[src/rtl/core/ap3wr_pkg.sv]
package ap3wr_pkg;

   localparam int MAX_EXTENT_DEF = 4096;

   localparam int IDX_W   = 12;
   localparam int BYTE_W  = 8;
   localparam int START_W = IDX_W + BYTE_W;
   localparam int CNT_W   = START_W + 2;
   localparam int MAG_W   = CNT_W - 1;
   localparam int PROD_W  = 26;
   localparam int DIV_W   = PROD_W + 1;
   localparam int Q_W     = 12;
   localparam int EXP_W   = 5;
   localparam int HALF_W  = 16;

   localparam int DIV_STEPS  = 2;
   localparam int DIV_STAGES = Q_W / DIV_STEPS;
   localparam int LATENCY    = 5 + DIV_STAGES + 2;

   localparam int CSR_ADDR_W = 3;
   localparam int CSR_DATA_W = 36;

   localparam logic [PROD_W-1:0] PROD_SAT   = PROD_W'(1) << (PROD_W - 1);
   localparam logic [PROD_W-1:0] SMALL_MAX  = PROD_W'(16384);

   typedef enum logic [CSR_ADDR_W-1:0] {
      REG_KERNEL    = 3'd0,
      REG_STRIDE    = 3'd1,
      REG_PAD_FRONT = 3'd2,
      REG_PAD_BACK  = 3'd3,
      REG_INPUT     = 3'd4,
      REG_MODE      = 3'd5
   } reg_idx_type;

   typedef struct packed {
      logic [BYTE_W-1:0] kernel;
      logic [BYTE_W-1:0] stride;
      logic [BYTE_W-1:0] pad_front;
      logic [BYTE_W-1:0] pad_back;
      logic [IDX_W-1:0]  extent;
      logic              incl;
   } axis_cfg_type;

   typedef struct packed {
      logic              zero;
      logic              neg;
      logic [EXP_W-1:0]  expo;
      logic [PROD_W-1:0] dvsr;
      logic [DIV_W-1:0]  rem;
      logic [Q_W-1:0]    quo;
   } div_type;

endpackage

[src/rtl/core/ap3wr_div_step.sv]
module ap3wr_div_step (
   input  logic                clock,
   input  logic                ce,
   input  ap3wr_pkg::div_type  d_in,
   output ap3wr_pkg::div_type  d_out
);

   localparam int DW = ap3wr_pkg::DIV_W;
   localparam int QW = ap3wr_pkg::Q_W;

   ap3wr_pkg::div_type d_ff, d_in_w;
   logic [DW-1:0] r2;

   always_comb begin
      d_in_w = d_in;
      r2     = '0;
      for (int s = 0; s < ap3wr_pkg::DIV_STEPS; s++) begin
         r2 = {d_in_w.rem[DW-2:0], 1'b0};
         if (r2 >= {1'b0, d_in_w.dvsr}) begin
            d_in_w.rem = r2 - {1'b0, d_in_w.dvsr};
            d_in_w.quo = {d_in_w.quo[QW-2:0], 1'b1};
         end else begin
            d_in_w.rem = r2;
            d_in_w.quo = {d_in_w.quo[QW-2:0], 1'b0};
         end
      end
   end

   always_ff @(posedge clock) begin
      if (ce) begin
         d_ff <= d_in_w;
      end
   end

   assign d_out = d_ff;

endmodule

[src/rtl/core/ap3wr_recip.sv]
module ap3wr_recip (
   input  logic                                 clock,
   input  logic                                 ce,
   input  logic [ap3wr_pkg::PROD_W-1:0]         prod,
   input  logic                                 zero,
   input  logic                                 neg,
   output logic [ap3wr_pkg::HALF_W-1:0]         recip_half,
   output logic                                 zero_window
);

   localparam int PW = ap3wr_pkg::PROD_W;
   localparam int DW = ap3wr_pkg::DIV_W;
   localparam int EW = ap3wr_pkg::EXP_W;
   localparam int HW = ap3wr_pkg::HALF_W;
   localparam int NS = ap3wr_pkg::DIV_STAGES;

   ap3wr_pkg::div_type norm_ff, norm_in;
   ap3wr_pkg::div_type chain [NS+1];
   logic [3:0]    e;
   logic          pow2;
   logic [HW-1:0] half_ff, half_in;
   logic          zero_ff;
   logic [DW-1:0] r2;
   logic          up;
   logic [HW-2:0] mag;

   always_comb begin
      e = '0;
      for (int i = 0; i < 15; i++) begin
         if (prod[i]) begin
            e = 4'(i);
         end
      end
      pow2 = (prod == (PW'(1) << e));
      norm_in.zero = zero;
      norm_in.neg  = neg;
      norm_in.quo  = '0;
      if (prod > ap3wr_pkg::SMALL_MAX) begin
         norm_in.dvsr = prod;
         norm_in.expo = '0;
         norm_in.rem  = DW'(1) << 12;
      end else begin
         norm_in.dvsr = prod << (4'd14 - e);
         norm_in.expo = pow2 ? EW'(4'd14 - e) : EW'(4'd13 - e);
         norm_in.rem  = pow2 ? (DW'(1) << 12) : (DW'(1) << 13);
      end
   end

   always_ff @(posedge clock) begin
      if (ce) begin
         norm_ff <= norm_in;
      end
   end

   assign chain[0] = norm_ff;

   for (genvar g = 0; g < NS; g++) begin : g_div
      ap3wr_div_step u_step (
         .clock (clock),
         .ce    (ce),
         .d_in  (chain[g]),
         .d_out (chain[g+1])
      );
   end

   always_comb begin
      r2  = {chain[NS].rem[DW-2:0], 1'b0};
      up  = (r2 > {1'b0, chain[NS].dvsr}) ||
            ((r2 == {1'b0, chain[NS].dvsr}) && chain[NS].quo[0]);
      mag = {chain[NS].expo, 10'b0} + (HW-1)'(chain[NS].quo) + (HW-1)'(up);
      half_in = chain[NS].zero ? '0 : {chain[NS].neg, mag};
   end

   always_ff @(posedge clock) begin
      if (ce) begin
         half_ff <= half_in;
         zero_ff <= chain[NS].zero;
      end
   end

   assign recip_half  = half_ff;
   assign zero_window = zero_ff;

endmodule
[config.mk]
export PLATFORM = sky130hd
export DESIGN_NAME = ap3wr_recip
export DESIGN_NICKNAME = d
export VERILOG_FILES = /design/src/rtl/core/ap3wr_pkg.sv /design/src/rtl/core/ap3wr_div_step.sv /design/src/rtl/core/ap3wr_recip.sv
export SDC_FILE = /design/constraint.sdc
export NUM_CORES = 1
export LEC_CHECK = 0
export BUFFER_PORTS_ARGS = -buffer_cell sky130_fd_sc_hd__buf_2
export CORE_AREA = 2 2 254 256
export DETAILED_ROUTE_END_ITERATION = 10
export DIE_AREA = 0 0 256 258
export PLACE_DENSITY = 0.69
export SYNTH_ARGS = -nofsm -noshare
export SYNTH_HDL_FRONTEND = slang
export SYNTH_SLANG_ARGS = --single-unit
[constraint.sdc]
create_clock -name clock -period 7.3 [get_ports clock]
set_clock_uncertainty 0.15 [all_clocks]
set_input_delay 1.095 -clock clock [delete_from_list [all_inputs] [get_ports clock]]
set_output_delay 1.095 -clock clock [all_outputs]
set_load 0.005 [all_outputs]
---- Word-level counts from Yosys, hierarchy flattened ----
Index checks and enable logic that the tools add are counted.
storage, ports and cells
  bits in registers ....................... 485
  bits of input ports ..................... 30
  output and inout bits ................... 17
  word-level logic and storage cells ...... 115
cells by class
  $add $sub $neg .......................... 17
  magnitude comparators ................... 14
  equal/unequal tests ..................... 2
  shift operators ......................... 2
  muxes and demuxes ....................... 29
  reductions and logical operators ........ 2
operators by type and width
  operator                                                                            count
  38-bit 2-to-1 mux                                                                   12
  27-bit by 26-bit greater-or-equal comparator with 1-bit output                      11
  26-bit subtractor                                                                   11
  53-bit 2-to-1 mux                                                                   1
  4-bit 2-to-1 mux                                                                    13
  27-bit by 26-bit equality test with 1-bit output                                    1
  27-bit by 26-bit greater-than comparator with 1-bit output                          1
  26-bit equality test                                                                1
  15-bit by 26-bit greater-or-equal comparator with 1-bit output                      1
  26-bit by 15-bit greater-than comparator with 1-bit output (second input constant)  1
  1-bit by 4-bit << shifter with 26-bit output (first input constant)                 1
  26-bit by 4-bit << shifter with 26-bit output                                       1
  15-bit by 26-bit subtractor with 26-bit output                                      1
  15-bit by 1-bit adder with 15-bit output                                            1
  15-bit by 12-bit adder with 15-bit output                                           1
  14-bit 2-to-1 mux                                                                   1
  4-bit by 4-bit subtractor with 5-bit output (first input constant)                  2
  5-bit 2-to-1 mux                                                                    1
  4-bit subtractor (first input constant)                                             1
  1-bit logical AND                                                                   1
  1-bit logical OR                                                                    1
  1-bit 2-to-1 mux                                                                    1

---- Longest topological paths before layout ----
  depth after elaboration ................. 18
  mapped depth ............................ 27

---- Modules after synthesis ----
From an unflattened synthesis, not the netlist that was laid out.
unflattened totals
  cells, all modules ...................... 3757
  area, all modules ....................... 38328.0 um^2
by module, submodules not included
  module          times used  cells each  area each (um^2)  sequential area each (um^2)
  ap3wr_div_step  6           539         5606.6            2162.1
  ap3wr_recip     1           523         4688.2            1561.5

---- Worst setup path after synthesis ----
No wires, ideal clock.
  path kind ............................... register to register
  start point ............................. reg g_div[2].u_step.d_ff, in the netlist g_div[2].u_step.d_out[23]
  end point ............................... reg g_div[3].u_step.d_ff, in the netlist g_div[3].u_step.d_out[29] (data pin)
  library setup time ...................... 260 ps
  data arrival time ....................... 6119 ps
  path slack .............................. 771 ps
  cell stages (with the launch flop) ...... 23
  path buffers ............................ 3
  period minus slack after synthesis ...... 6529 ps
  path through ............................ edfxtp_1 > ha_1 > and4_1 > nand2_1 > o311a_1 > a21oi_1 > o21ai_0 > a31oi_1 > buf_1 > buf_1 > mux2_2 > ha_1 > and3_1 > a221o_1 > a21o_1 > o211ai_2 > nor3_1 > or4_1 > a32oi_1 > a31oi_1 > a2111oi_4 > buf_2 > mux2_2
RTL lines
  what                    line                  source
  from (decl)             ap3wr_div_step.sv:11  ap3wr_pkg::div_type d_ff, d_in_w;
  from (signal assigned)  ap3wr_div_step.sv:31  d_ff <= d_in_w;
  to (signal assigned)    ap3wr_div_step.sv:31
  to (decl)               ap3wr_div_step.sv:11

==> run metrics <==
status=finished, final reports clean; Synth Area in Compound Gates=18.1%; Main synth FF type=edfxtp_1; hold depth=0; First-pass DRT Iterations=6; die area=66000 sq um; CTS max path bufs=3; YS warnings=0; ys async rst share=0%; Yosys cell types=84; vias in the first global route=~26000; via count=roughly 26000; row count=slightly above 90; clk sinks=about 450; RSZ-0062 raised after global routing=no; cell area power density=approximately 550 nW/um^2; global-route wire length before repair=around 140000 microns; register area share after synthesis=roughly two fifths; antenna violations before repair=0; leakage power=15.4 nW; vias per inst=5.96; antenna cells=0; CTS HTree Levels=2; Cell Area, Synth=between 30000 and 40000 sq um; CTS Hold Bufs=0; Startpoint Class=flop; R2R depth=24; register area=around 13000 sq um; Slew @ Worst Pin=about 1.0 ns; worst vdd ir=297 uV; family with the most delay on the worst path=compound AO/OA/AOI/OAI gates; port buffer count=between 40 and 50; Starting DRT DRC Count=between 1500 and 2000; CP Cell Sequence=inv_1 -> ha_1 -> nor2b_1 -> o31a_1 -> o31a_1 -> o21ai_1 -> o31ai_1 -> nor2_1 -> o21ai_1 -> a211o_2 -> buf_12 -> mux2_2 -> ha_1 -> a21o_1 -> a21o_1 -> a21o_1 -> a221oi_2 -> o211ai_1 -> a21oi_1 -> o31a_1 -> a21oi_1 -> a2111oi_4 -> buf_12 -> mux2_2; gpl congestion=approximately 0.98; post-synthesis simple-gate area fraction=between 10% and 20%; die height=between 200 and 300 microns; core area=63600 sq um; Slowest cell on crit path=edfxtp_1; largest net degree at the start of global routing=between 150 and 200; hold crit path type=flop to flop; max-cap violation count=0; share of cells above drive strength 1=10.3%; multi-input gate area in the final layout=18600 sq um; Critical Path Sink Type=flop; DPL Wire Length=between 60000 and 70000 microns; Max FO, Critical Path=33; mean post-synth cell area=roughly 10 sq um; Fillers=approximately 5400; CTS tree=done; Crit path depth=24; P&R area growth vs syn=9.88%; WHS=~0.26 ns; # IOs=47; Final Hold Viols=0; Nets=around 3700; f_max=approximately 0.14 GHz; most frequent cells in the layout=edfxtp_1 (448), ha_1 (318), a21oi_1 (269); total grt overflow=0; GRT Util Overall=between 20% and 30%; clock latency at the later pin of the worst-skew pair=approximately 0.62 ns; Routed WL=84000 microns; commonest non-fill, non-tap cell in the layout=edfxtp_1; post-synthesis mux area share=between 6 and 7%; Starting Density=a little over half; post-DR wirelength/cell=about 20 microns; flops & latches, synth=about 450; Final Max Slew Viols=0; critical path arrival=between 7 and 8 ns; Slew HR=between 30% and 40%; Tcrit/Tclk final=between 90% and 100%; adder-cell share of the synthesized area=between 10% and 20%; Buf/Inv on CP=3; drt drc=0; Antenna Nets Post-Route=0; chip width=256 microns; Post-Synthesis Cells=about 3300; Root Buffer=clkbuf_16; Final setup viols=0; WP data required=7.50 ns; CTS clk-pin slew, worst paths=0.07 ns; XOR/XNOR share of the synthesized area=under 10%; Final min period=6.98 ns; number of synthesized flops with an enable pin=448; Largest stage delay, worst path=between 0.4 and 0.5 ns; critical path type=flop to flop; fin worst setup slack=0.318 ns; Place WS=0.217 ns; CTS Buf Count=slightly above 50; largest family of logic cells by synthesized area=compound AO/OA/AOI/OAI gates; setup_tns=0 ns
==> cell usage after synthesis (all sizes together), types with 8 or more instances <==
| cell type | n | area, sq um |
|---|---|---|
| or2 | 9 | 56.3 |
| a31oi | 24 | 150 |
| or3 | 20 | 125 |
| a221oi | 10 | 93.8 |
| ha | 318 | 3980 |
| nor3 | 57 | 285 |
| buf | 21 | 106 |
| o21ai | 206 | 1030 |
| and3 | 26 | 163 |
| a211oi | 27 | 213 |
| nand3b | 8 | 60.1 |
| nor4 | 21 | 131 |
| edfxtp | 448 | 13500 |
| nor2 | 226 | 848 |
| a2111oi | 10 | 125 |
| and2 | 18 | 113 |
| or4 | 9 | 67.6 |
| o31ai | 18 | 135 |
| o21bai | 54 | 405 |
| nand2b | 44 | 275 |
| o211ai | 13 | 103 |
| mux2 | 154 | 1740 |
| clkbuf | 61 | 229 |
| a21oi | 270 | 1350 |
| inv | 257 | 965 |
| nand2 | 227 | 852 |
| a221o | 14 | 140 |
| xor2 | 90 | 788 |
| o21a | 45 | 338 |
| a31o | 8 | 70.1 |
| mux2i | 32 | 320 |
| xnor2 | 179 | 1570 |
| a21o | 139 | 1040 |
| nand3 | 49 | 245 |
| nand4 | 42 | 263 |
| nor2b | 51 | 319 |
| o31a | 8 | 70.1 |
==> what timing repair did <==
action / 4_1_cts / 5_1_grt
resized for setup: 0 / 6
buffers inserted: 0 / 1
endpoints found under the hold margin: 0 / 0
setup endpoints to repair: 0 / 21
==> flip-flops by register name (all words and copies together) (netlist names) <==
signal,count
chain,35
g_div.u_step.d_out,396
zero_window,1
recip_half,16
==> report_power, final <==
part | switching [W] | total [W] | internal [W]
logic | 0.00717 | 0.0130 | 0.00580
registers | 0.000324 | 0.00430 | 0.00398
clock network | 0.00110 | 0.00276 | 0.00166
total | 0.00859 | 0.0200 | 0.0114
==> path summary, 6_finish.rpt <==
path / startpoint / end / slack [ns]
setup reg to reg: g_div[1].u_step.d_out[40] / g_div[2].u_step.d_out[22] / 0.32
setup / recovery: g_div[1].u_step.d_out[40] / g_div[2].u_step.d_out[22] / 0.32
hold reg to reg: g_div[3].u_step.d_out[67] / g_div[4].u_step.d_out[67] / 0.26
hold / removal: g_div[3].u_step.d_out[67] / g_div[4].u_step.d_out[67] / 0.26
==> worst reg2reg max path, delay by kind of cell (launching register included) <==
family                     cells  cell delay (ns)
AOI/OAI and AO/OA             15             3.99
muxes                          2             0.67
adders and majority gates      2             0.60
buffers and inverters          3             0.58
DFF                            1             0.46
and+or+nand+nor                2             0.29
==> metrics by stage <==
step / util (%) / cells / area [sq um] / power [W]
floorplan: - / 3327 / 33300 / 0.0140
global placement: 54.5 / 4186 / 34700 / 0.0167
detailed placement: 54.5 / 4186 / 34700 / 0.0170
CTS: 57.4 / 4281 / 36500 / 0.0199
global route: 57.4 / 4282 / 36500 / 0.0215
finish: 57.4 / 4282 / 36500 / 0.0200
==> cell families (layout without fill, tap and decap cells) <==
group	after synthesis	count (layout)
AO/OA/AOI/OAI	929	929
XOR/XNOR	269	269
adder cells (fa/ha/maj)	323	323
buffers and inverters	340	440
flip-flops	448	448
multiplexers	187	187
other	1	5
AND/OR/NAND/NOR	826	826
==> final cells by class <==
type                    count  area share, %
inverters                 258           2.65
well taps                 855           2.93
flip-flops and latches    448           36.8
clock inverters            35           1.37
multi-input cells        2539           50.8
clock buffers              60           3.58
repair buffers             87           1.81
==> per-layer routing <==
| metal | part of all wire [%] | GRT usage [%] |
|---|---|---|
| met3 | 3.6 | 2.55 |
| met5 | 0 | 0 |
| met4 | 6.6 | 15.8 |
| met2 | 51 | 46.9 |
| met1 | 39 | 27.2 |
Note: power is estimated with default switching activity, not from simulation.
