`src/rtl/core/ap3wr_pkg.sv`:
```
package ap3wr_pkg;

   localparam int MAX_EXTENT_DEF = 4096;

   localparam int IDX_W   = 12;
   localparam int BYTE_W  = 8;
   localparam int START_W = IDX_W + BYTE_W;
   localparam int CNT_W   = START_W + 2;
   localparam int MAG_W   = CNT_W - 1;
   localparam int PROD_W  = 26;
   localparam int DIV_W   = PROD_W + 1;
   localparam int Q_W     = 12;
   localparam int EXP_W   = 5;
   localparam int HALF_W  = 16;

   localparam int DIV_STEPS  = 2;
   localparam int DIV_STAGES = Q_W / DIV_STEPS;
   localparam int LATENCY    = 5 + DIV_STAGES + 2;

   localparam int CSR_ADDR_W = 3;
   localparam int CSR_DATA_W = 36;

   localparam logic [PROD_W-1:0] PROD_SAT   = PROD_W'(1) << (PROD_W - 1);
   localparam logic [PROD_W-1:0] SMALL_MAX  = PROD_W'(16384);

   typedef enum logic [CSR_ADDR_W-1:0] {
      REG_KERNEL    = 3'd0,
      REG_STRIDE    = 3'd1,
      REG_PAD_FRONT = 3'd2,
      REG_PAD_BACK  = 3'd3,
      REG_INPUT     = 3'd4,
      REG_MODE      = 3'd5
   } reg_idx_type;

   typedef struct packed {
      logic [BYTE_W-1:0] kernel;
      logic [BYTE_W-1:0] stride;
      logic [BYTE_W-1:0] pad_front;
      logic [BYTE_W-1:0] pad_back;
      logic [IDX_W-1:0]  extent;
      logic              incl;
   } axis_cfg_type;

   typedef struct packed {
      logic              zero;
      logic              neg;
      logic [EXP_W-1:0]  expo;
      logic [PROD_W-1:0] dvsr;
      logic [DIV_W-1:0]  rem;
      logic [Q_W-1:0]    quo;
   } div_type;

endpackage

```
`src/rtl/core/ap3wr_axis.sv`:
```
module ap3wr_axis #(
   parameter int MAX_EXTENT = ap3wr_pkg::MAX_EXTENT_DEF
) (
   input  logic                                  clock,
   input  logic                                  ce,
   input  logic [ap3wr_pkg::IDX_W-1:0]           idx,
   input  ap3wr_pkg::axis_cfg_type               cfg,
   output logic signed [ap3wr_pkg::CNT_W-1:0]    cnt
);

   localparam int IW = ap3wr_pkg::IDX_W;
   localparam int SW = ap3wr_pkg::START_W;
   localparam int CW = ap3wr_pkg::CNT_W;
   localparam int BW = ap3wr_pkg::BYTE_W;
   localparam logic [IW-1:0] SAT_MAX =
      (MAX_EXTENT > (1 << IW)) ? {IW{1'b1}} : IW'(MAX_EXTENT - 1);

   logic [SW-1:0]        start_ff, start_in;
   logic signed [CW-1:0] cnt_ff, cnt_in;
   logic [IW-1:0]        idx_sat, ext_sat;
   logic signed [CW-1:0] s_start, s_k, s_pf, s_pb, s_in, s_len, s_end, s_lim, hi, lo;

   always_comb begin
      idx_sat  = (idx > SAT_MAX) ? SAT_MAX : idx;
      start_in = SW'(idx_sat) * SW'(cfg.stride);
   end

   always_comb begin
      ext_sat = (cfg.extent > SAT_MAX) ? SAT_MAX : cfg.extent;
      s_start = $signed({{(CW-SW){1'b0}}, start_ff});
      s_k     = $signed({{(CW-BW){1'b0}}, cfg.kernel});
      s_pf    = $signed({{(CW-BW){1'b0}}, cfg.pad_front});
      s_pb    = $signed({{(CW-BW){1'b0}}, cfg.pad_back});
      s_in    = $signed({{(CW-IW){1'b0}}, ext_sat});
      s_len   = s_in + s_pf + s_pb;
      s_end   = s_start + s_k;
      s_lim   = s_pf + s_in;
      hi      = (s_end < s_lim) ? s_end : s_lim;
      lo      = (s_pf > s_start) ? s_pf : s_start;
      if (cfg.incl) begin
         cnt_in = (s_end <= s_len) ? s_k : (s_len - s_start);
      end else begin
         cnt_in = hi - lo;
      end
   end

   always_ff @(posedge clock) begin
      if (ce) begin
         start_ff <= start_in;
         cnt_ff   <= cnt_in;
      end
   end

   assign cnt = cnt_ff;

endmodule

```
`config.mk`:
```
export PLATFORM = sky130hd
export DESIGN_NAME = ap3wr_axis
export DESIGN_NICKNAME = d
export VERILOG_FILES = /design/src/rtl/core/ap3wr_pkg.sv /design/src/rtl/core/ap3wr_axis.sv
export SDC_FILE = /design/constraint.sdc
export NUM_CORES = 1
export LEC_CHECK = 0
export ABC_AREA = 1
export BUFFER_PORTS_ARGS = -buffer_cell sky130_fd_sc_hd__buf_2
export CORE_UTILIZATION = 40
export CTS_CLUSTER_SIZE = 8
export DETAILED_ROUTE_END_ITERATION = 7
export PLACE_DENSITY_LB_ADDON = 0.15
export SLEW_MARGIN = 20
export SYNTH_ARGS = -nofsm -noshare
export SYNTH_HDL_FRONTEND = slang
export SYNTH_SLANG_ARGS = --single-unit
```
`constraint.sdc`:
```
create_clock -name clock -period 18.89 [get_ports clock]
set_input_delay 5.667 -clock clock [delete_from_list [all_inputs] [get_ports clock]]
set_output_delay 5.667 -clock clock [all_outputs]
set_load 0.01 [all_outputs]
```
# Word level (Yosys, flattened, before mapping)
# Cells that the tools add are included.
[classes] n_mux=6 n_lt_le_gt_ge=5 n_addsub=5 mul=1
[ops] operator="$mux 22" n=2
[ops] operator="$gt 12x12->1 const B" n=2
[ops] operator="$mux 12" n=2
[ops] operator="$add 22x9->22" n=1
[ops] operator="$le 22x22->1" n=1
[ops] operator="$sub 21x20->22" n=1
[ops] operator="$sub 22x21->22" n=1
[ops] operator="$add 20x8->21" n=1
[ops] operator="$lt 21x13->1" n=1
[ops] operator="$mux 21" n=1
[ops] operator="$gt 8x20->1" n=1
[ops] operator="$mul 12x8->20" n=1
[ops] operator="$mux 20" n=1
[ops] operator="$add 8x12->13" n=1
[word_totals] inputBits=59 elab_cells=19 ff_bits=42

# Longest topological paths before layout
# Gate-level depths: netlist of the first run.
[depth] depth_word=7 mapped_depth=33 mapped_depth_nobuf=32

# Least setup slack after synthesis of the first run
# OpenSTA, ideal clock, no wires.
[synth_path] path_type="input to register" start="input port cfg[1] in the netlist's numbering" end="register cnt_ff[9] (netlist: cnt[9]) (data pin)" path_buffers=1 setup_ps=261 stages=29 t_arrival_ps=9744 path_slack_ps=8885 path_cell_list="ha_1 -> inv_1 -> fa_1 -> o21ai_1 -> nand2_1 -> o211ai_2 -> xor2_1 -> inv_1 -> ha_1 -> nand2_1 -> nor2_1 -> a211oi_1 -> nand2_1 -> nand2_1 -> nand2_1 -> nor2_2 -> nand3_4 -> buf_6 -> nand2_1 -> nand2_1 -> ha_1 -> nand2_1 -> o21ai_0 -> nor2_1 -> o21bai_1 -> a21oi_1 -> or2_2 -> nand3_1 -> o21ai_0"
[synth_between] elab_chain_cells=7
[synth_rtl] item="start, declared" line_no="ap3wr_axis.sv:7" source="input ap3wr_pkg::axis_cfg_type cfg,"
[synth_rtl] item="$gt 12x12->1" line_no="ap3wr_axis.sv:29" source="ext_sat = (cfg.extent > SAT_MAX) ? SAT_MAX : cfg.extent;"
[synth_rtl] item="$mux 12 (*)" line_no="ap3wr_axis.sv:29"
[synth_rtl] item="$add 8x12->13 (*)" line_no="ap3wr_axis.sv:35, ap3wr_axis.sv:37"
[synth_rtl] item="$add 22x9->22 / $lt 21x13->1 (equally long branches)" line_no="ap3wr_axis.sv:35, ap3wr_axis.sv:38"
[synth_rtl] item="$sub 22x21->22 (tied with other cells)" line_no="ap3wr_axis.sv:41" source="cnt_in = (s_end <= s_len) ? s_k : (s_len - s_start);"
[synth_rtl] item="$mux 22 / $sub 21x20->22 (equally long branches)" line_no="ap3wr_axis.sv:41, ap3wr_axis.sv:43"
[synth_rtl] item="$mux 22 (*)" line_no="ap3wr_axis.sv:40" source="if (cfg.incl) begin"
[synth_rtl] item="via cnt_in[9]" line_no="ap3wr_axis.sv:19" source="logic signed [CW-1:0] cnt_ff, cnt_in;"
[synth_rtl] item="end signal, assigned" line_no="ap3wr_axis.sv:50" source="cnt_ff <= cnt_in;"
[synth_rtl] item="end, declared" line_no="ap3wr_axis.sv:19"
# Mark *: on every way through the listed nets, which the timed path passes. The rest lies on a longest branch.
# A chain may end at the register's enable or synchronous reset.

# Worst setup path after layout of the first run
[layout_path] start="input port cfg[21] in the netlist's numbering" end="register cnt_ff[9] (netlist: cnt[9]) (data pin)"
[layout_between] elab_chain_cells=5
[layout_rtl] item="$add 8x12->13" line_no="ap3wr_axis.sv:35, ap3wr_axis.sv:37"
[layout_rtl] item="$add 22x9->22 / $lt 21x13->1 (equally long branches)" line_no="ap3wr_axis.sv:35, ap3wr_axis.sv:38"
[layout_rtl] item="$sub 22x21->22 (tied with other cells)" line_no="ap3wr_axis.sv:41"
[layout_rtl] item="$mux 22 / $sub 21x20->22 (equally long branches)" line_no="ap3wr_axis.sv:41, ap3wr_axis.sv:43"
[layout_rtl] item="$mux 22 (*)" line_no="ap3wr_axis.sv:40"
[layout_rtl] item="via cnt_in[9]" line_no="ap3wr_axis.sv:19"
# Marked as above.

==> run_results.csv, run 1 <==
group,metric,value,unit
floorplanning,core_area,0.0228,sq mm
hold_path,hp-class,"reg2reg",
detailed_routing,firstDrtPassIters,5,
cts,numCtsBuffers,5,
sta,fin_crit,10900,ps
job,drv_cap,0,
yosys,yosysWarningCount,0,
yosys,synth_area,0.00938,sq mm
cts,cts.path.max_buffers,2,
setup_path,r2r_start,"start_ff[0]$_DFFE_PP_",
placement,dpl.hpwl,23.1,mm
global_route,grt-ovfl-total,0,
sta,rsz0062_at_grt,"false",
sta,max_freq,91.7,MHz
layout,layout-drive-gt1-share,8.66,%
sta,hold_viol_final,0,
floorplanning,io-pin-count,81,
yosys,seq_area_frac_synth,13.5,%
power,seqPwrFrac,14.2,%
detailed_routing,via_per_inst,5.08,
cts,clkTransAtPathRegs,60,ps
sta,finalSetupTns,0,ps
global_route,grt_pass1_vias,8412,
sta,timing.final.max_slew_violations,0,
power,p_per_area,140,mW/mm^2
power,power_switching,0.000784,W
power,switching_share,54.9,%
setup_path,cpMostUsedCell,"nand2_1",
cts,clockRootBuffer,"clkbuf_16",
cts,cts-resized-gates,0,
floorplanning,die_y,155,microns
power,p_int,0.000645,W
global_route,grt_pass1_wl,42.9,mm
sta,worst_slew_pin_slew,946,ps
floorplanning,initial_core_util,41.2,%
sta,skew,8.55,ps
detailed_routing,drc,0,
layout,synthToLayoutAreaGrowth,9.24,%
setup_path,crit_type,"in2reg",
detailed_routing,routed_wl,26.5,mm
detailed_routing,routedWlPerCell,15.5,microns
placement,io_buffers,80,
floorplanning,die_w,155,microns
global_route,gr-usage-all-layers,22.8,%
power,finalPower,0.00143,W
setup_path,required,18930,ps
setup_path,path_buf_inv,3,
setup_path,cp_max_fo,14,
detailed_routing,drtIter0Drc,428,
cts,cts.sinks,42,
power,combPwrFrac,77.6,%
floorplanning,rows,55,
setup_path,end_kind,"register",
yosys,yosysUniqueCellTypes,52,
cts,clk_latency,310,ps
power,leakagePower,5.71,nW
floorplanning,dieArea,0.0241,sq mm
setup_path,reg2reg_slack,13070,ps
placement,placed_cells,1703,
hold_path,hp-start,"start_ff[19]$_DFFE_PP_",
setup_path,slowest_delay,540,ps
setup_path,worstPathArrival,10940,ps
setup_path,cp_slowest_cell,"nor3_1",
yosys,synth_edf_count,42,
cts,cts_tree,"done",
layout,layout.cells.non_filler,1712,
setup_path,cp-start-kind,"input port",
detailed_routing,vias,8692,
sta,setup_violations,0,
layout,nNetsFinal,1653,
yosys,async_flop_share,0,%
cts,h-tree-depth,2,
setup_path,critPathTopFamily,"simple AND/OR/NAND/NOR gates",
sta,max_slew_margin,36.9,%
cts,post-cts-setup-buffers,0,
global_route,antenna_found_initial,0,
power,ir_drop,62.9,uV
run_status,outcome,"complete, no violations",
placement,gp_congestion,0.945,
global_route,grt_max_degree,43,
detailed_routing,ant_nets,0,
cts,cts_hold_buf,0,
yosys,synth_top_flop_cell,"edfxtp_1",
power,clockPowerShare,8.2,%
yosys,avgSynthCellArea,7.03,sq um
yosys,synthCells,1334,
yosys,synth-seq-cells,42,
setup_path,cp-startpoint,"cfg[21]",
sta,fin_crit_sh,57.7,%
## metrics by stage
step,util [%],setup WS [ps],instance area [sq um],hold WS (ps)
after floorplan,-,8890,9400,692
after CTS,44.9,8070,10200,889
after detailed placement,44.1,7750,10000,884
after global placement,44.1,7810,10000,839
final,45.0,7990,10200,886
after global routing,44.9,7540,10200,927
## cells by family after synthesis
kind of cell             count (synthesis)  synth area share [%]
AND/OR/NAND/NOR                        553                  26.0
buffers and inverters                  294                  12.1
adder cells (fa/ha/maj)                197                  31.5
AO/OA/AOI/OAI                          182                  10.9
XOR/XNOR                                64                  5.98
flip-flops                              42                  13.5
other                                    2                0.0801
## flip-flops by register name, summed over array words and instances (netlist names)
signal    flops
start_ff     20
cnt          22
## cell usage in the layout (no fill, tap or decap), types with 3 or more instances in the layout
| cell | count |
|---|---|
| nand2_1 | 342 |
| inv_1 | 261 |
| ha_1 | 132 |
| a21oi_1 | 89 |
| buf_2 | 80 |
| nand3_1 | 67 |
| fa_1 | 65 |
| nor2_1 | 54 |
| xor2_1 | 50 |
| o21ai_0 | 50 |
| edfxtp_1 | 42 |
| nand4_1 | 38 |
| nor3_1 | 16 |
| xnor2_1 | 14 |
| o21bai_1 | 10 |
| or2_2 | 9 |
| conb_1 | 9 |
| nand2_2 | 7 |
| a21o_1 | 5 |
| clkbuf_16 | 5 |
| nand3_2 | 4 |
| a31oi_1 | 4 |
| o21ai_1 | 4 |
| a211oi_1 | 3 |
## worst register-to-register path: cells and delay by family, from the launching register on
family                   cells  cell delay (ps)
adder cells (fa/ha/maj)      4             1350
buffers and inverters        2              160
flip-flops                   1              480
XOR/XNOR                     1              360
AND/OR/NAND/NOR             17             2190
AO/OA/AOI/OAI                5             1010
## metal layers
layer | global-route usage, % | up-vias | part of all wire (%)
li1 | - | 4411 | -
met1 | 29.2 | 4003 | 45
met2 | 40.2 | 240 | 48
met3 | 2.84 | 38 | 5.1
met4 | 6.18 | 0 | 2.2
met5 | 0 | - | 0
## path summary, 6_finish.rpt
check,endpoint,cells past startpoint
setup / recovery,cnt[9]$_DFFE_PP_,28
setup reg to reg,cnt[9]$_DFFE_PP_,29
hold / removal,cnt[19]$_DFFE_PP_,3
hold reg to reg,cnt[19]$_DFFE_PP_,3
## area by class of cell
cell class	instances	area (sq um)
Antenna cell	1	2.50
Clock buffer	5	125
Clock inverter	3	68.8
Fill cell	2408	12500
Inverter	263	987
Multi-Input combinational cell	1005	7000
Sequential cell	42	1260
Tap cell	313	392
Timing Repair Buffer	80	400
## power by group through the flow
stage | Combinational [W] | Clock, W | Sequential (W)
after global placement | 0.00110 | 0 | 0.000204
after CTS | 0.00110 | 0.000120 | 0.000202
after global routing | 0.00125 | 0.000123 | 0.000208
after detailed placement | 0.00109 | 0 | 0.000204
final | 0.00111 | 0.000118 | 0.000203
after floorplan | 0.000818 | 0 | 0.000200
## cell usage after synthesis, types with 3 or more instances
cell type	count	area, sq um
ha_1	132	1650
nand2_1	342	1280
edfxtp_1	42	1260
buf_2	4	20.0
nand4_1	38	238
nor3_1	16	80.1
nand2_2	7	43.8
a31oi_1	4	25.0
a21oi_1	89	445
clkbuf_1	19	71.3
a21o_1	5	37.5
nor2_1	54	203
nand3_2	4	40.0
a211oi_1	3	22.5
o21bai_1	10	75.1
xnor2_1	14	123
o21ai_0	50	250
o21ai_1	4	20.0
xor2_1	50	438
fa_1	65	1300
or2_2	9	56.3
inv_1	261	980
clkbuf_2	4	20.0
nand3_1	67	335
Note: power is estimated with default switching activity, not from simulation.
==> run 2, diff against run 1 <==
ABC_AREA = 0   (was 1)
clock period = 11.21 ns   (was 18.89 ns; I/O delays follow)
==> run 2 against run 1 <==
Clock-buffer cell count unchanged. Via count down 17%. Routed wire length down 19%. Sequential share of layout area up 0.64 points. Final cell count down 19%. Die area down 5.1%. Core utilization down 0.35 points. Final area down 4.9%. Largest cell class unchanged. First-iteration DRC count down 27%.
==> run_results.csv, run 2 <==
group,metric,value,unit
run_status,outcome,"complete, no violations",
global_route,antenna_found_initial,0,
cts,cts.path.max_buffers,2,
yosys,synth_edf_count,42,
floorplanning,core_area,0.0218,sq mm
setup_path,reg2reg_slack,4200,ps
layout,fillers,2220,
floorplanning,dieArea,0.0228,sq mm
layout,layout-drive-gt1-share,10.3,%
power,leakagePower,4.63,nW
sta,setup_violations,0,
sta,timing.final.max_slew_violations,0,
layout,num_antenna_cells,0,
floorplanning,rows,54,
global_route,grt_pass1_vias,7031,
cts,numCtsBuffers,5,
placement,gp_congestion,0.902,
setup_path,cp_max_fo,13,
floorplanning,die_w,151,microns
layout,synthToLayoutAreaGrowth,9.50,%
setup_path,end_kind,"register",
yosys,synth_top_area_share,18.6,%
yosys,yosysUniqueCellTypes,68,
yosys,yosysTopAreaCell,"ha_1",
yosys,yosysMostFrequentCell,"inv_1",
detailed_routing,met2WireLength,9.01,mm
detailed_routing,maxUsedRoutingLayer,"met4",
cts,cts-resized-gates,0,
yosys,synth_area_leaders,"ha_1 (19%), fa_1 (15%), edfxtp_1 (14%)",
placement,dpl.hpwl,18.4,mm
detailed_routing,route.met3.wl,829,microns
floorplanning,die_y,151,microns
cts,cts.sinks,42,
job,drv_cap,0,
setup_path,crit_type,"in2reg",
placement,io_buffers,80,
detailed_routing,vias,7240,
floorplanning,initial_core_util,40.7,%
cts,cts_tree,"done",
global_route,grt-ovfl-total,0,
yosys,synthCells,1027,
detailed_routing,drtIter0Drc,312,
detailed_routing,drt-met1-wl,11.4,mm
layout,multi_input_area,0.00703,sq mm
detailed_routing,routed_wl,21.4,mm
power,p_per_area,233,mW/mm^2
detailed_routing,routedWlPerCell,15.5,microns
layout,final_common_cell,"inv_1",
layout,layout_common_cells,"inv_1 (140), ha_1 (132), buf_2 (80), nand2_1 (69), fa_1 (65)",
sta,rsz0062_at_grt,"false",
yosys,avgSynthCellArea,8.66,sq um
sta,max_slew_margin,34.9,%
yosys,yosysWarningCount,0,
sta,fin_crit,9660,ps
layout,register_area,0.00126,sq mm
cts,post-cts-setup-buffers,0,
power,finalPower,0.00227,W
layout,largest_register_ffs,22,
yosys,synth_common_cells,"inv_1 (140), ha_1 (132), nand2_1 (69), fa_1 (65), xnor2_1 (59)",
floorplanning,io-pin-count,81,
global_route,gr-usage-all-layers,19.6,%
detailed_routing,firstDrtPassIters,4,
sta,max_freq,104,MHz
layout,nNetsFinal,1355,
cts,h-tree-depth,2,
cts,clk_latency,290,ps
setup_path,slowest_delay,680,ps
yosys,async_flop_share,0,%
setup_path,cp_slowest_cell,"o31ai_1",
cts,clkTransAtPathRegs,60,ps
setup_path,worstPathArrival,9680,ps
yosys,synth-seq-cells,42,
setup_path,cp-start-kind,"input port",
yosys,synth_area,0.00889,sq mm
sta,skew,9.76,ps
detailed_routing,drc,0,
global_route,grt_max_degree,43,
yosys,synth_top_flop_cell,"edfxtp_1",
sta,worst_slew_pin_slew,952,ps
setup_path,cpMostUsedCell,"ha_1",
detailed_routing,ant_nets,0,
cts,clockRootBuffer,"clkbuf_16",
detailed_routing,via_per_inst,5.25,
cts,cts_hold_buf,0,
yosys,seq_area_frac_synth,14.2,%
setup_path,required,11220,ps
sta,fin_crit_sh,86.2,%
power,ir_drop,89.3,uV
sta,hold_viol_final,0,
sta,finalSetupTns,0,ps
global_route,grt_pass1_wl,35.5,mm
hold_path,hp-class,"reg2reg",
-- run 2: where the power goes --
part	total, W	switching (W)	internal, W
sequential	0.000351	0.0000602	0.000291
clock	0.000144	0.0000613	0.0000832
combinational	0.00178	0.00101	0.000764
-- run 2: final timing paths --
kind / start / to / cells after the start
setup / recovery: cfg[37] / cnt[18]$_DFFE_PP_ / 29
hold / removal: start_ff[19]$_DFFE_PP_ / cnt[20]$_DFFE_PP_ / 2
setup reg to reg: start_ff[0]$_DFFE_PP_ / cnt[18]$_DFFE_PP_ / 28
hold reg to reg: start_ff[19]$_DFFE_PP_ / cnt[20]$_DFFE_PP_ / 2
-- run 2: area by class of cell --
class,count,share of cell area (%)
Clock buffer,5,1.29
Clock inverter,3,0.244
Inverter,140,5.40
Multi-Input combinational cell,828,72.3
Sequential cell,42,13.0
Tap cell,280,3.60
Timing Repair Buffer,82,4.27
-- run 2: stage by stage --
step	hold WS, ps	setup slack (ps)	cell area [sq um]	instances	utilization [%]
2_1_floorplan	640	2230	8920	1034	-
3_3_place_gp	749	1520	9590	1372	43.9
3_5_place_dp	747	1340	9590	1372	43.9
4_1_cts	773	1630	9740	1380	44.6
5_1_grt	803	1100	9740	1380	44.6
6_report	769	1550	9740	1380	44.6
-- run 2: cells by family (layout without fill, tap and decap cells) --
family / count (synthesis) / count (layout) / share of synthesized area (%)
compound gates: 219 / 219 / 16.8
mux: 25 / 25 / 3.04
xor+xnor: 80 / 80 / 7.88
other cells: 2 / 9 / 0.0845
fa+ha+maj: 197 / 197 / 33.2
buf+inv: 164 / 230 / 7.09
simple gates: 298 / 298 / 17.7
flops: 42 / 42 / 14.2
-- run 2: worst max-delay path: cells and delay by family --
kind	cells	cell delay [ps]
buffers and inverters	4	510
AND/OR/NAND/NOR	5	800
multiplexers	1	230
adder cells (fa/ha/maj)	5	1350
AO/OA/AOI/OAI	12	2890
XOR/XNOR	2	510
-- run 2: layer usage --
metal  vias up  GRT usage (%)
met5         -              0
met4         0           2.70
met1      3360           29.7
li1       3738              -
met2       131           30.0
met3        11           2.29
==> run 3, diff against run 2 <==
CORE_MARGIN = 5   (was not set)
CORE_UTILIZATION = 30   (was 40)
RECOVER_POWER = 100   (was not set)
==> run 3 against run 2 <==
The run now ends with max-capacitance violations, max-slew violations left. Power rose by 1.5%. Setup slack got worse by 340 ps. Critical path depth rose by 1. Via count rose by 1.3%. Global-route usage fell by 4.8 points. Clock skew rose by 2.0 ps. Final area rose by 1.2%. Clock power rose by 19%. Die area rose by 45%. Core utilization fell by 11 points. Critical endpoint unchanged. Largest cell class unchanged.
==> run_results.csv, run 3 (same netlist as run 2, synthesis figures left out) <==
group,metric,value,unit
run_status,outcome,"finished with violations",
run_status,violations,"max-capacitance violations, max-slew violations",
placement,gp_congestion,0.878,
cts,cts_tree,"done",
sta,setup_violations,0,
detailed_routing,via_per_inst,4.92,
global_route,grt_pass1_wl,40.3,mm
sta,skew,11.7,ps
floorplanning,io-pin-count,81,
power,seqPwrFrac,15.5,%
detailed_routing,met2WireLength,11.4,mm
setup_path,cp_max_fo,7,
power,p_per_area,234,mW/mm^2
power,clockPowerShare,7.4,%
power,power_switching,0.00116,W
sta,rsz0062_at_grt,"false",
sta,worst_slew_pin_slew,2240,ps
sta,finalSetupTns,0,ps
layout,largest_register_ffs,22,
sta,hold_viol_final,0,
setup_path,r2r_start,"start_ff[0]$_DFFE_PP_",
setup_path,cp_slowest_cell,"nor4_4",
cts,post-cts-setup-buffers,0,
power,ir_drop,94.4,uV
setup_path,slowest_delay,530,ps
setup_path,timing.rr.end,"cnt[18]$_DFFE_PP_",
floorplanning,rows,63,
cts,numCtsBuffers,5,
detailed_routing,routed_wl,24.2,mm
power,combPwrFrac,77.1,%
floorplanning,core_area,0.0295,sq mm
hold_path,hp-class,"reg2reg",
global_route,grt-ovfl-total,0,
power,switching_share,50.1,%
cts,cts_hold_buf,0,
sta,max_freq,100,MHz
global_route,gr-usage-all-layers,14.8,%
cts,cts.sinks,42,
hold_path,hold_depth,2,
power,p_int,0.00115,W
detailed_routing,drc,0,
sta,fin_crit_sh,89.2,%
power,finalPower,0.00231,W
floorplanning,die_w,182,microns
global_route,antenna_found_initial,0,
setup_path,cp-start-kind,"input port",
layout,layout_common_cells,"inv_1 (140), ha_1 (132), nand2_1 (69), fa_1 (65), xnor2_1 (59)",
hold_path,hp-start,"start_ff[19]$_DFFE_PP_",
setup_path,end_kind,"register",
sta,max_slew_margin,-49.2,%
cts,clkTransAtPathRegs,70,ps
setup_path,required,11230,ps
detailed_routing,drt-met1-wl,11.8,mm
detailed_routing,maxUsedRoutingLayer,"met4",
layout,layout-drive-gt1-share,7.63,%
sta,timing.final.max_slew_violations,43,
floorplanning,initial_core_util,30.2,%
floorplanning,die_y,182,microns
setup_path,reg2regPathDepth,26,
placement,io_buffers,80,
placement,dpl.hpwl,20.8,mm
detailed_routing,firstDrtPassIters,5,
global_route,grt_pass1_vias,7672,
layout,fillers,3201,
setup_path,reg2reg_slack,3930,ps
layout,num_antenna_cells,0,
power,leakagePower,4.56,nW
layout,synthToLayoutAreaGrowth,10.8,%
job,drv_cap,1,
cts,clockRootBuffer,"clkbuf_16",
layout,final_common_cell,"inv_1",
setup_path,crit_type,"in2reg",
sta,fin_crit,10000,ps
cts,cts-resized-gates,0,
cts,h-tree-depth,2,
detailed_routing,drtIter0Drc,228,
setup_path,worstPathArrival,10020,ps
detailed_routing,vias,7337,
detailed_routing,routedWlPerCell,16.2,microns
cts,clk_latency,300,ps
setup_path,cpMostUsedCell,"o21ai_0",
floorplanning,dieArea,0.0332,sq mm
layout,nNetsFinal,1356,
cts,cts.path.max_buffers,2,
hold_path,hold_end,"cnt[20]$_DFFE_PP_",
detailed_routing,route.met3.wl,647,microns
detailed_routing,ant_nets,0,
global_route,grt_max_degree,43,
-- run 3: cell types whose count changed in the layout (fill, tap and decap cells not counted), sizes merged --
cell / before / now
bufinv: 0 / 1
clkinvlp: 2 / 0
clkbuf: 5 / 33
clkinv: 0 / 1
buf: 82 / 55
-- run 3: final cells by class --
type / instances / area [sq um] / share of cell area [%]
clock inverter: 3 / 43.8 / 0.444
sequential: 42 / 1260 / 12.8
multi-input combinational: 828 / 7030 / 71.3
tap: 390 / 488 / 4.95
timing repair buffer: 83 / 383 / 3.89
inverter: 140 / 526 / 5.33
clock buffer: 5 / 125 / 1.27
-- run 3: metal layers --
| metal | GRT usage [%] | vias up |
|---|---|---|
| met3 | 1.44 | 19 |
| li1 | - | 3740 |
| met2 | 25.4 | 89 |
| met4 | 3.18 | 0 |
| met1 | 20.2 | 3489 |
| met5 | 0 | - |
-- run 3: metrics by stage --
step | instances | setup WS (ps) | hold WS, ps | area [sq um] | utilization, %
floorplan | 1034 | 2230 | 640 | 8920 | -
global placement | 1483 | 1270 | 829 | 9730 | 33.0
detailed placement | 1483 | 1120 | 856 | 9730 | 33.0
CTS | 1491 | 1440 | 849 | 9900 | 33.6
global route | 1491 | 440 | 856 | 9850 | 33.4
finish | 1491 | 1210 | 826 | 9850 | 33.4
-- run 3: worst max path at each step --
stage,start,to,slack (ps)
floorplan,cfg[1],cnt[18]$_DFFE_PP_,2230
global placement,cfg[37],cnt[18]$_DFFE_PP_,1270
detailed placement,cfg[37],cnt[18]$_DFFE_PP_,1120
CTS,cfg[37],cnt[18]$_DFFE_PP_,1440
global route,cfg[21],cnt[18]$_DFFE_PP_,440
finish,cfg[21],cnt[18]$_DFFE_PP_,1210
-- run 3: worst max-delay path: cells and delay by family --
kind | cells | cell delay [ps]
compound gates | 13 | 2350
simple gates | 6 | 1420
fa+ha+maj | 4 | 1250
buf+inv | 4 | 770
xor+xnor | 2 | 460
mux | 1 | 390
-- run 3: power by group through the flow --
stage | registers (W) | clock network, W | logic, W
2_1_floorplan | 0.000343 | 0 | 0.00135
3_3_place_gp | 0.000361 | 0 | 0.00180
3_5_place_dp | 0.000360 | 0 | 0.00179
4_1_cts | 0.000357 | 0.000178 | 0.00181
5_1_grt | 0.000367 | 0.000182 | 0.00203
6_report | 0.000357 | 0.000171 | 0.00178
